--- config.mk ---
export PLATFORM = sky130hd
export DESIGN_NAME = min_plus_cost_vector
export DESIGN_NICKNAME = d
export VERILOG_FILES = /design/src/rtl/mcv_pkg.sv /design/src/rtl/mcv_ctrl.sv /design/src/rtl/mcv_datapath.sv /design/src/rtl/min_plus_cost_vector.sv
export SDC_FILE = /design/constraint.sdc
export NUM_CORES = 2
export LEC_CHECK = 0
export CAP_MARGIN = 10
export CORE_ASPECT_RATIO = 0.8
export CORE_MARGIN = 5
export CORE_UTILIZATION = 60
export CTS_CLUSTER_DIAMETER = 80
export CTS_CLUSTER_SIZE = 24
export DETAILED_ROUTE_END_ITERATION = 6
export DONT_BUFFER_PORTS = 1
export PLACE_DENSITY = 0.76
export SYNTH_ARGS = -nofsm -noshare
export SYNTH_HDL_FRONTEND = slang
export SYNTH_HIERARCHICAL = 1
export SYNTH_SLANG_ARGS = --single-unit
--- constraint.sdc ---
create_clock -name clk -period 9.9 [get_ports clk]
set_clock_uncertainty 0.1 [all_clocks]
set_input_delay 0.495 -clock clk [delete_from_list [all_inputs] [get_ports clk]]
set_output_delay 0.495 -clock clk [all_outputs]
set_load 0.03 [all_outputs]
--- src/rtl/mcv_pkg.sv ---
`timescale 1ns / 1ps

package mcv_pkg;

	// cost encoding
	localparam logic signed [31:0] COST_INF        = 32'sh7FFF_FFFF;
	localparam logic signed [31:0] COST_MAX_FINITE = 32'sh7FFF_FFFE;
	localparam logic signed [31:0] COST_MIN        = 32'sh8000_0000;

	// field widths
	localparam int COST_W = 32;
	localparam int POS_W  = 6;
	localparam int LEN_W  = 7;

	// reset value of the length register
	localparam logic [LEN_W-1:0] LEN_RESET = 7'd64;

	// command codes
	typedef enum logic [1:0] {
		FUNC_SET     = 2'd0,
		FUNC_ADD_ONE = 2'd1,
		FUNC_ADD_ALL = 2'd2,
		FUNC_QUERY   = 2'd3
	} func_t;

	// controller states
	typedef enum logic [2:0] {
		ST_CLEAR,
		ST_IDLE,
		ST_DISPATCH,
		ST_SCAN,
		ST_DRAIN,
		ST_RESULT
	} state_t;

	// controller to datapath
	typedef struct packed {
		logic item_load;
		logic idx_clr;
		logic idx_inc;
		logic clr_en;
		logic set_en;
		logic rd_en;
		logic rd_sel_pos;
		logic res_load;
	} cmd_t;

	// datapath to controller
	typedef struct packed {
		func_t func;
		logic  pos_ok;
		logic  clr_last;
		logic  scan_last;
		logic  out_free;
	} status_t;

endpackage

--- src/rtl/mcv_ctrl.sv ---
`timescale 1ns / 1ps

module mcv_ctrl (
	input  logic             clk,
	input  logic             arst_n,
	input  logic             s_tvalid,
	output logic             s_tready,
	input  mcv_pkg::status_t st,
	output mcv_pkg::cmd_t    cmd
);

	mcv_pkg::state_t state_q;
	mcv_pkg::state_t state_d;

	// state register
	always_ff @(posedge clk or negedge arst_n) begin
		if (!arst_n) begin
			state_q <= mcv_pkg::ST_CLEAR;
		end else begin
			state_q <= state_d;
		end
	end

	// next state
	always_comb begin
		state_d = state_q;
		case (state_q)
			mcv_pkg::ST_CLEAR: begin
				if (st.clr_last) begin
					state_d = mcv_pkg::ST_IDLE;
				end
			end
			mcv_pkg::ST_IDLE: begin
				if (s_tvalid) begin
					state_d = mcv_pkg::ST_DISPATCH;
				end
			end
			mcv_pkg::ST_DISPATCH: begin
				case (st.func)
					mcv_pkg::FUNC_SET: state_d = mcv_pkg::ST_IDLE;
					mcv_pkg::FUNC_ADD_ONE: begin
						state_d = st.pos_ok ? mcv_pkg::ST_DRAIN : mcv_pkg::ST_IDLE;
					end
					default: state_d = mcv_pkg::ST_SCAN;
				endcase
			end
			mcv_pkg::ST_SCAN: begin
				if (st.scan_last) begin
					state_d = mcv_pkg::ST_DRAIN;
				end
			end
			mcv_pkg::ST_DRAIN: begin
				state_d = (st.func == mcv_pkg::FUNC_QUERY) ? mcv_pkg::ST_RESULT
				                                           : mcv_pkg::ST_IDLE;
			end
			mcv_pkg::ST_RESULT: begin
				if (st.out_free) begin
					state_d = mcv_pkg::ST_IDLE;
				end
			end
			default: state_d = mcv_pkg::ST_IDLE;
		endcase
	end

	// command outputs
	always_comb begin
		cmd      = '0;
		s_tready = 1'b0;
		case (state_q)
			mcv_pkg::ST_CLEAR: begin
				cmd.clr_en  = 1'b1;
				cmd.idx_inc = 1'b1;
			end
			mcv_pkg::ST_IDLE: begin
				s_tready      = 1'b1;
				cmd.item_load = s_tvalid;
				cmd.idx_clr   = 1'b1;
			end
			mcv_pkg::ST_DISPATCH: begin
				case (st.func)
					mcv_pkg::FUNC_SET: cmd.set_en = st.pos_ok;
					mcv_pkg::FUNC_ADD_ONE: begin
						cmd.rd_en      = st.pos_ok;
						cmd.rd_sel_pos = 1'b1;
					end
					default: cmd.rd_en = 1'b0;
				endcase
			end
			mcv_pkg::ST_SCAN: begin
				cmd.rd_en   = 1'b1;
				cmd.idx_inc = 1'b1;
			end
			mcv_pkg::ST_RESULT: begin
				cmd.res_load = st.out_free;
			end
			default: cmd = '0;
		endcase
	end

endmodule

--- src/rtl/mcv_datapath.sv ---
`timescale 1ns / 1ps

module mcv_datapath #(
	parameter int MAX_LENGTH = 64
) (
	input  logic                         clk,
	input  logic                         arst_n,
	input  logic                         cfg_we,
	input  logic [mcv_pkg::LEN_W-1:0]    cfg_wdata,
	input  logic [1:0]                   s_tuser,
	input  logic [39:0]                  s_tdata,
	output logic                         m_tvalid,
	input  logic                         m_tready,
	output logic [39:0]                  m_tdata,
	input  mcv_pkg::cmd_t                cmd,
	output mcv_pkg::status_t             st
);

	localparam int AW      = (MAX_LENGTH > 1) ? $clog2(MAX_LENGTH) : 1;
	localparam int IW      = (AW > mcv_pkg::LEN_W) ? AW : mcv_pkg::LEN_W;
	localparam int LEN_CAP = (MAX_LENGTH < 127) ? MAX_LENGTH : 127;

	// cost memory
	logic [mcv_pkg::COST_W-1:0] cost_mem_q [MAX_LENGTH];

	// item registers
	mcv_pkg::func_t                    func_q;
	logic [mcv_pkg::POS_W-1:0]         pos_q;
	logic signed [mcv_pkg::COST_W-1:0] cost_q;

	logic [mcv_pkg::LEN_W-1:0] vl_q;
	logic [mcv_pkg::LEN_W-1:0] len;
	logic [mcv_pkg::LEN_W-1:0] len_m1;
	logic [IW-1:0]             idx_q;
	logic [AW-1:0]             rd_addr;

	logic                              rd_s1;
	logic [AW-1:0]                     addr_s1;
	logic signed [mcv_pkg::COST_W-1:0] rd_data_s1;

	logic signed [mcv_pkg::COST_W:0]   sum;
	logic signed [mcv_pkg::COST_W-1:0] add_res;
	logic                              add_clamp;
	logic                              wb_en;
	logic                              fold_en;

	logic                              we;
	logic [AW-1:0]                     wr_addr;
	logic [mcv_pkg::COST_W-1:0]        wr_data;

	logic signed [mcv_pkg::COST_W-1:0] best_q;
	logic [mcv_pkg::POS_W-1:0]         best_pos_q;
	logic                              flag_q;
	logic                              out_valid_q;
	logic [39:0]                       out_data_q;

	// length register
	always_ff @(posedge clk or negedge arst_n) begin
		if (!arst_n) begin
			vl_q <= mcv_pkg::LEN_RESET;
		end else if (cfg_we) begin
			vl_q <= cfg_wdata;
		end
	end

	// effective length, zero acts as one, capped at MAX_LENGTH and at 127
	always_comb begin
		if (vl_q == '0) begin
			len = 7'd1;
		end else if (vl_q > 7'(LEN_CAP)) begin
			len = 7'(LEN_CAP);
		end else begin
			len = vl_q;
		end
		len_m1 = len - 7'd1;
	end

	// item capture
	always_ff @(posedge clk) begin
		if (cmd.item_load) begin
			func_q <= mcv_pkg::func_t'(s_tuser);
			pos_q  <= s_tdata[5:0];
			cost_q <= s_tdata[37:6];
		end
	end

	// entry index counter
	always_ff @(posedge clk or negedge arst_n) begin
		if (!arst_n) begin
			idx_q <= '0;
		end else if (cmd.idx_clr) begin
			idx_q <= '0;
		end else if (cmd.idx_inc) begin
			idx_q <= idx_q + IW'(1);
		end
	end

	assign rd_addr = cmd.rd_sel_pos ? AW'(pos_q) : idx_q[AW-1:0];

	// registered read
	always_ff @(posedge clk or negedge arst_n) begin
		if (!arst_n) begin
			rd_s1 <= 1'b0;
		end else begin
			rd_s1 <= cmd.rd_en;
		end
	end

	always_ff @(posedge clk) begin
		addr_s1    <= rd_addr;
		rd_data_s1 <= cost_mem_q[rd_addr];
	end

	// min-plus add with clamp, infinity absorbs
	always_comb begin
		sum       = {rd_data_s1[31], rd_data_s1} + {cost_q[31], cost_q};
		add_clamp = 1'b0;
		if (rd_data_s1 == mcv_pkg::COST_INF || cost_q == mcv_pkg::COST_INF) begin
			add_res = mcv_pkg::COST_INF;
		end else if (sum > 33'(mcv_pkg::COST_MAX_FINITE)) begin
			add_res   = mcv_pkg::COST_MAX_FINITE;
			add_clamp = 1'b1;
		end else if (sum < 33'(mcv_pkg::COST_MIN)) begin
			add_res   = mcv_pkg::COST_MIN;
			add_clamp = 1'b1;
		end else begin
			add_res = sum[31:0];
		end
	end

	assign wb_en   = rd_s1 && (func_q != mcv_pkg::FUNC_QUERY);
	assign fold_en = rd_s1 && (func_q == mcv_pkg::FUNC_QUERY);

	// write port select
	always_comb begin
		we      = 1'b1;
		wr_addr = addr_s1;
		wr_data = add_res;
		if (cmd.clr_en) begin
			wr_addr = idx_q[AW-1:0];
			wr_data = '0;
		end else if (cmd.set_en) begin
			wr_addr = AW'(pos_q);
			wr_data = cost_q;
		end else if (!wb_en) begin
			we = 1'b0;
		end
	end

	always_ff @(posedge clk) begin
		if (we) begin
			cost_mem_q[wr_addr] <= wr_data;
		end
	end

	// running minimum, strict compare keeps the first index
	always_ff @(posedge clk) begin
		if (cmd.item_load) begin
			best_q     <= mcv_pkg::COST_INF;
			best_pos_q <= '0;
		end else if (fold_en && rd_data_s1 < best_q) begin
			best_q     <= rd_data_s1;
			best_pos_q <= mcv_pkg::POS_W'(addr_s1);
		end
	end

	// sticky clamp flag, cleared by a query result
	always_ff @(posedge clk or negedge arst_n) begin
		if (!arst_n) begin
			flag_q <= 1'b0;
		end else if (cmd.res_load) begin
			flag_q <= 1'b0;
		end else if (wb_en && add_clamp) begin
			flag_q <= 1'b1;
		end
	end

	// output register
	always_ff @(posedge clk or negedge arst_n) begin
		if (!arst_n) begin
			out_valid_q <= 1'b0;
		end else if (cmd.res_load) begin
			out_valid_q <= 1'b1;
		end else if (m_tready) begin
			out_valid_q <= 1'b0;
		end
	end

	always_ff @(posedge clk) begin
		if (cmd.res_load) begin
			out_data_q <= {1'b0, flag_q, best_pos_q, best_q};
		end
	end

	assign m_tvalid = out_valid_q;
	assign m_tdata  = out_data_q;

	// status
	assign st.func      = func_q;
	assign st.pos_ok    = {1'b0, pos_q} < len;
	assign st.clr_last  = idx_q == IW'(MAX_LENGTH - 1);
	assign st.scan_last = idx_q == IW'(len_m1);
	assign st.out_free  = !out_valid_q || m_tready;

	// at most one source on the write port
	a_one_writer: assert property (@(posedge clk) disable iff (!arst_n)
		$onehot0({cmd.clr_en, cmd.set_en, wb_en}))
		else $error("write port conflict");

	// a result is never loaded over one not yet taken
	a_no_overwrite: assert property (@(posedge clk) disable iff (!arst_n)
		cmd.res_load |-> (!out_valid_q || m_tready))
		else $error("result overwritten");

	// indexed reads stay inside the memory
	a_idx_range: assert property (@(posedge clk) disable iff (!arst_n)
		(cmd.rd_en && !cmd.rd_sel_pos) |-> (idx_q <= IW'(MAX_LENGTH - 1)))
		else $error("scan index out of range");

	// a scan read lands on an entry below the length
	a_scan_len: assert property (@(posedge clk) disable iff (!arst_n)
		(cmd.rd_en && !cmd.rd_sel_pos) |-> (idx_q <= IW'(len_m1)))
		else $error("scan past the used length");

endmodule

--- src/rtl/min_plus_cost_vector.sv ---
`timescale 1ns / 1ps
// channel   | dir | handshake         | payload
// ----------+-----+-------------------+------------------------------------------
// s_*       | in  | s_tvalid/s_tready | tuser: func; tdata: position, cost
// m_*       | out | m_tvalid/m_tready | tdata: min_cost, min_position, overflow_seen
// cfg_*     | in  | cfg_we            | cfg_wdata: vector_length
//
// set writes its entry in dispatch; add to one entry reads it in dispatch and
// writes it back in drain, skipping drain when the position is unused; add to
// all and query scan the used length, one memory entry per cycle, then drain.
// after reset a clearing pass writes zero to all MAX_LENGTH entries, one per
// cycle, before the first item is taken; config writes are taken meanwhile.
// a query result waits in an output register, so the next item is taken
// while it is stalled; a second query holds at its end until the first goes.

module min_plus_cost_vector #(
	parameter int MAX_LENGTH = 64
) (
	input  logic        clk,
	input  logic        arst_n,
	input  logic        cfg_we,
	input  logic [6:0]  cfg_wdata,  // vector_length
	input  logic        s_tvalid,
	output logic        s_tready,
	input  logic [1:0]  s_tuser,    // func
	input  logic [39:0] s_tdata,    // position[5:0], cost[37:6], zero fill
	output logic        m_tvalid,
	input  logic        m_tready,
	output logic [39:0] m_tdata     // min_cost[31:0], min_position[37:32],
	                                // overflow_seen[38], zero fill
);

	mcv_pkg::cmd_t    cmd;
	mcv_pkg::status_t st;

	// sequencer
	mcv_ctrl u_ctrl (
		.clk      (clk),
		.arst_n   (arst_n),
		.s_tvalid (s_tvalid),
		.s_tready (s_tready),
		.st       (st),
		.cmd      (cmd)
	);

	// memory, adder and minimum tracking
	mcv_datapath #(
		.MAX_LENGTH (MAX_LENGTH)
	) u_datapath (
		.clk       (clk),
		.arst_n    (arst_n),
		.cfg_we    (cfg_we),
		.cfg_wdata (cfg_wdata),
		.s_tuser   (s_tuser),
		.s_tdata   (s_tdata),
		.m_tvalid  (m_tvalid),
		.m_tready  (m_tready),
		.m_tdata   (m_tdata),
		.cmd       (cmd),
		.st        (st)
	);

endmodule
==> flow_summary_export.csv <==
group,metric,value,unit
outcome,status,"complete, no violations",
yosys,synth-compound-area-share,5.82,%
clock_network,cts_tree,"built",
clock_network,cts_setup_buffers,0,
yosys,synth_cell_type_count,84,
placed_design,portBuffers,0,
global_route,grt_pass1_vias,55700,
die,fp.dieH,358,microns
setup_path,cp_max_fo,23,
setup_path,critPathMaxStageDelay,1.22,ns
min_path,min_path_cells,1,
yosys,netlist_area,91000,sq um
detailed_routing,drt-initial-drc-count,9135,
sta,rsz0062_at_grt,"no",
clock_network,hold_buffers,57,
die,die_x,445,microns
setup_path,r2r_cells,19,
setup_path,criticalPathCategory,"reg -> reg",
flow_run,maxCapViolations,0,
layout,layout_common_cells,"2127 x edfxtp_1, 2119 x nand2_1, 1050 x nand3_1",
yosys,synth_top_family_by_area,"simple AND/OR/NAND/NOR gates",
global_route,grt_pass1_wl,361,mm
setup_path,required,10.26,ns
power,leakagePower,33.5,nW
clock_network,cts_buffer_depth,3,
yosys,syn_inst,7285,
sta,setup_violations,0,
yosys,synth-xor-area-share,0.337,%
clock_network,clock_latency,0.77,ns
yosys,seq_area_frac_synth,72.4,%
die,ios,96,
layout,final_nets,7234,
yosys,synth-async-reset-ratio,0.900,%
yosys,yosysWarningCount,6,
yosys,synth_edf_count,2127,
layout,area_growth,7.22,%
detailed_routing,num_vias,59800,
sta,period_needed,7.18,ns
power,vdd_drop_max,0.000765,V
min_path,worst_hold_path_type,"in -> reg",
sta,max_slew_margin,2.46,%
global_route,grt_use_total,30.3,%
clock_network,h-tree-depth,3,
setup_path,reg2reg_to,"u_datapath/cost_mem_q[29][6]",
die,initial_core_util,60.5,%
setup_path,cpMaxStageDelayCell,"nor2_4",
layout,layoutNonFillerInstCount,9149,
detailed_routing,wl_per_cell,26.9,microns
setup_path,end_kind,"flop",
die,rows,127,
die,die_area,160000,sq um
layout,drive_gt1_share,5.82,%
setup_path,crit_path_frequent_cell,"o21a_1",
detailed_routing,dr.pass1.iters,7,
yosys,synth-main-ff-cell,"edfxtp_1",
placed_design,dp_cells,8936,
detailed_routing,vias_per_cell,6.54,
detailed_routing,drc,0,
min_path,holdPathEnd,"u_datapath/cost_q[3]",
sta,tns,0,ns
detailed_routing,wl,246,mm
setup_path,rrSetupSlack,2.72,ns
global_route,grt_overflow,0,
placed_design,place_congestion,0.928,
yosys,synth_fa_ha_area_share,0.985,%
clock_network,root_buffer,"clkbuf_16",
die,core-area,150000,sq um
min_path,min_from,"s_tvalid",
setup_path,worstPathArrival,7.54,ns
layout,layout_commonest_cell,"edfxtp_1",
sta,hold_viol,0,
clock_network,cts_inserted_buffers,105,
global_route,antenna_found_initial,13,
sta,fin_crit_sh,72.5,%
global_route,grt_max_degree,168,
yosys,synthMuxAreaShare,0.704,%
clock_network,cts.clk_slew.worst_paths,0.10,ns
layout,fillCellCount,10700,
sta,worstMarginPinSlew,1.45,ns
setup_path,start_kind,"flop",
sta,maxSlewViolCount,0,
setup_path,crit_chain,"nor3_1 -> a21oi_1 -> or2_2 -> o21a_1 -> o21a_1 -> o21a_1 -> o21ai_0 -> nand2b_1 -> a21oi_1 -> or2_2 -> nor2b_1 -> nor4b_2 -> buf_4 -> mux2i_1 -> o21ai_0 -> nor2_1 -> nand3_1 -> nor2_4 -> buf_4",
detailed_routing,drtAntennaViolNets,0,
placed_design,dp_hpwl,138,mm
yosys,syn_nets,7410,
sta,max_freq,139,MHz
yosys,synth_simple_gate_area_share,17.3,%
yosys,ys_ff_latch,2223,
yosys,syn_area_per_cell,12.5,sq um
setup_path,timing.rr.start,"u_datapath/vl_q[3]",
power,power_density,361,nW/um^2
clock_network,postCtsResizedCells,0,
clock_network,clkSinkCount,2223,
[through the flow]
stage	utilization [%]	hold slack (ns)	setup WS [ns]	instance area (sq um)	total power, mW
final	64.9	0.0589	2.72	97500	35.2
after global routing	64.9	0.0490	2.45	97500	36.6
after CTS	64.8	0.0278	2.85	97400	34.9
after detailed placement	62.5	0.100	2.90	94000	30.2
after global placement	62.5	0.100	2.93	94000	29.7
after floorplan	-	0.0994	2.69	91000	24.1
[where the power goes]
part | internal [mW] | switching, mW
Sequential | 15.3 | 0.465
Clock | 1.99 | 2.80
Combinational | 3.14 | 11.5
Total | 20.4 | 14.8
[synth_stat cells, drive strengths merged, types with 3 or more instances]
cell	count	area share [%]
a2111oi	3	0.050
a211o	4	0.040
a211oi	3	0.036
a21boi	5	0.041
a21o	25	0.21
a21oi	118	0.66
a221oi	31	0.37
a22oi	3	0.025
a311oi	353	3.4
a31oi	42	0.30
a41oi	3	0.029
and3	133	0.91
buf	49	0.30
clkbuf	447	1.8
dfrtp	19	0.52
dfxtp	76	1.7
edfxtp	2127	70
ha	70	0.96
inv	79	0.33
mux2	8	0.099
mux2i	55	0.61
nand2	2120	8.8
nand2b	34	0.23
nand3	1051	5.8
nand3b	5	0.041
nand4	24	0.17
nor2	179	0.74
nor2b	9	0.062
nor3	47	0.26
nor3b	3	0.025
nor4	8	0.055
o2111ai	3	0.029
o211ai	10	0.083
o21a	10	0.083
o21ai	42	0.24
o21bai	4	0.033
o31ai	3	0.030
or2	3	0.021
or3	8	0.055
xnor2	18	0.17
xor2	17	0.16
[cell type report]
cell class | instances | area (sq um) | share of cell area [%]
diodes | 3 | 7.51 | 0.00770
clock buffers | 134 | 2780 | 2.85
clock inverters | 11 | 130 | 0.133
inverters | 80 | 318 | 0.326
multi-input cells | 4486 | 23900 | 24.5
flip-flops and latches | 2223 | 65900 | 67.6
well taps | 1999 | 2500 | 2.56
repair buffers | 213 | 1990 | 2.04
[registers in the layout, summed over array words and instances (netlist names)]
register / cells
u_datapath/best_q: 32
u_datapath/rd_data_s1: 32
u_datapath/m_tvalid: 1
u_datapath/vl_q: 7
u_datapath/cost_mem_q: 2048
u_datapath/flag_q: 1
u_datapath/cost_q: 32
u_datapath/addr_s1: 6
u_datapath/m_tdata: 39
u_datapath/rd_s1: 1
u_datapath/func_q: 2
u_datapath/best_pos_q: 6
u_datapath/pos_q: 6
u_datapath/idx_q: 7
u_ctrl/state_q: 3
[kinds of logic (layout without fill, tap and decap cells)]
kind of cell | count (synthesis) | in the layout
buffers and inverters | 576 | 438
adders and majority gates | 71 | 71
DFF | 2223 | 2223
and+or+nand+nor | 3639 | 3639
xor gates and xnor gates | 35 | 35
AOI/OAI and AO/OA | 677 | 677
muxes | 63 | 63
other | 1 | 4
[how the worst max path moves through the flow]
stage | startpoint | endpoint | slack (ns) | cells after the start
floorplan | u_datapath/vl_q[6] | u_datapath/cost_mem_q[0][10] | 2.69 | 17
global placement | u_datapath/vl_q[3] | u_datapath/cost_mem_q[29][25] | 2.93 | 19
detailed placement | u_datapath/vl_q[3] | u_datapath/cost_mem_q[29][25] | 2.90 | 19
CTS | u_datapath/vl_q[3] | u_datapath/cost_mem_q[29][25] | 2.85 | 19
global route | u_datapath/vl_q[3] | u_datapath/cost_mem_q[29][25] | 2.45 | 19
finish | u_datapath/vl_q[3] | u_datapath/cost_mem_q[29][6] | 2.72 | 19
[layer usage]
metal  up-vias  GRT usage, %  wire (microns)
li1      26300             -               -
met1     29300          43.3           92900
met2      3716          44.6          108000
met3       564          8.46           32700
met4         6          12.5           11900
met5         -             0              44
[critical path: cells and delay by family, from the launching register on]
family	cells	cell delay, ns
and+or+nand+nor	9	3.71
AOI/OAI and AO/OA	7	1.46
DFF	1	0.44
muxes	1	0.54
buffers and inverters	2	0.60
Power figures use the tool's default switching activity.
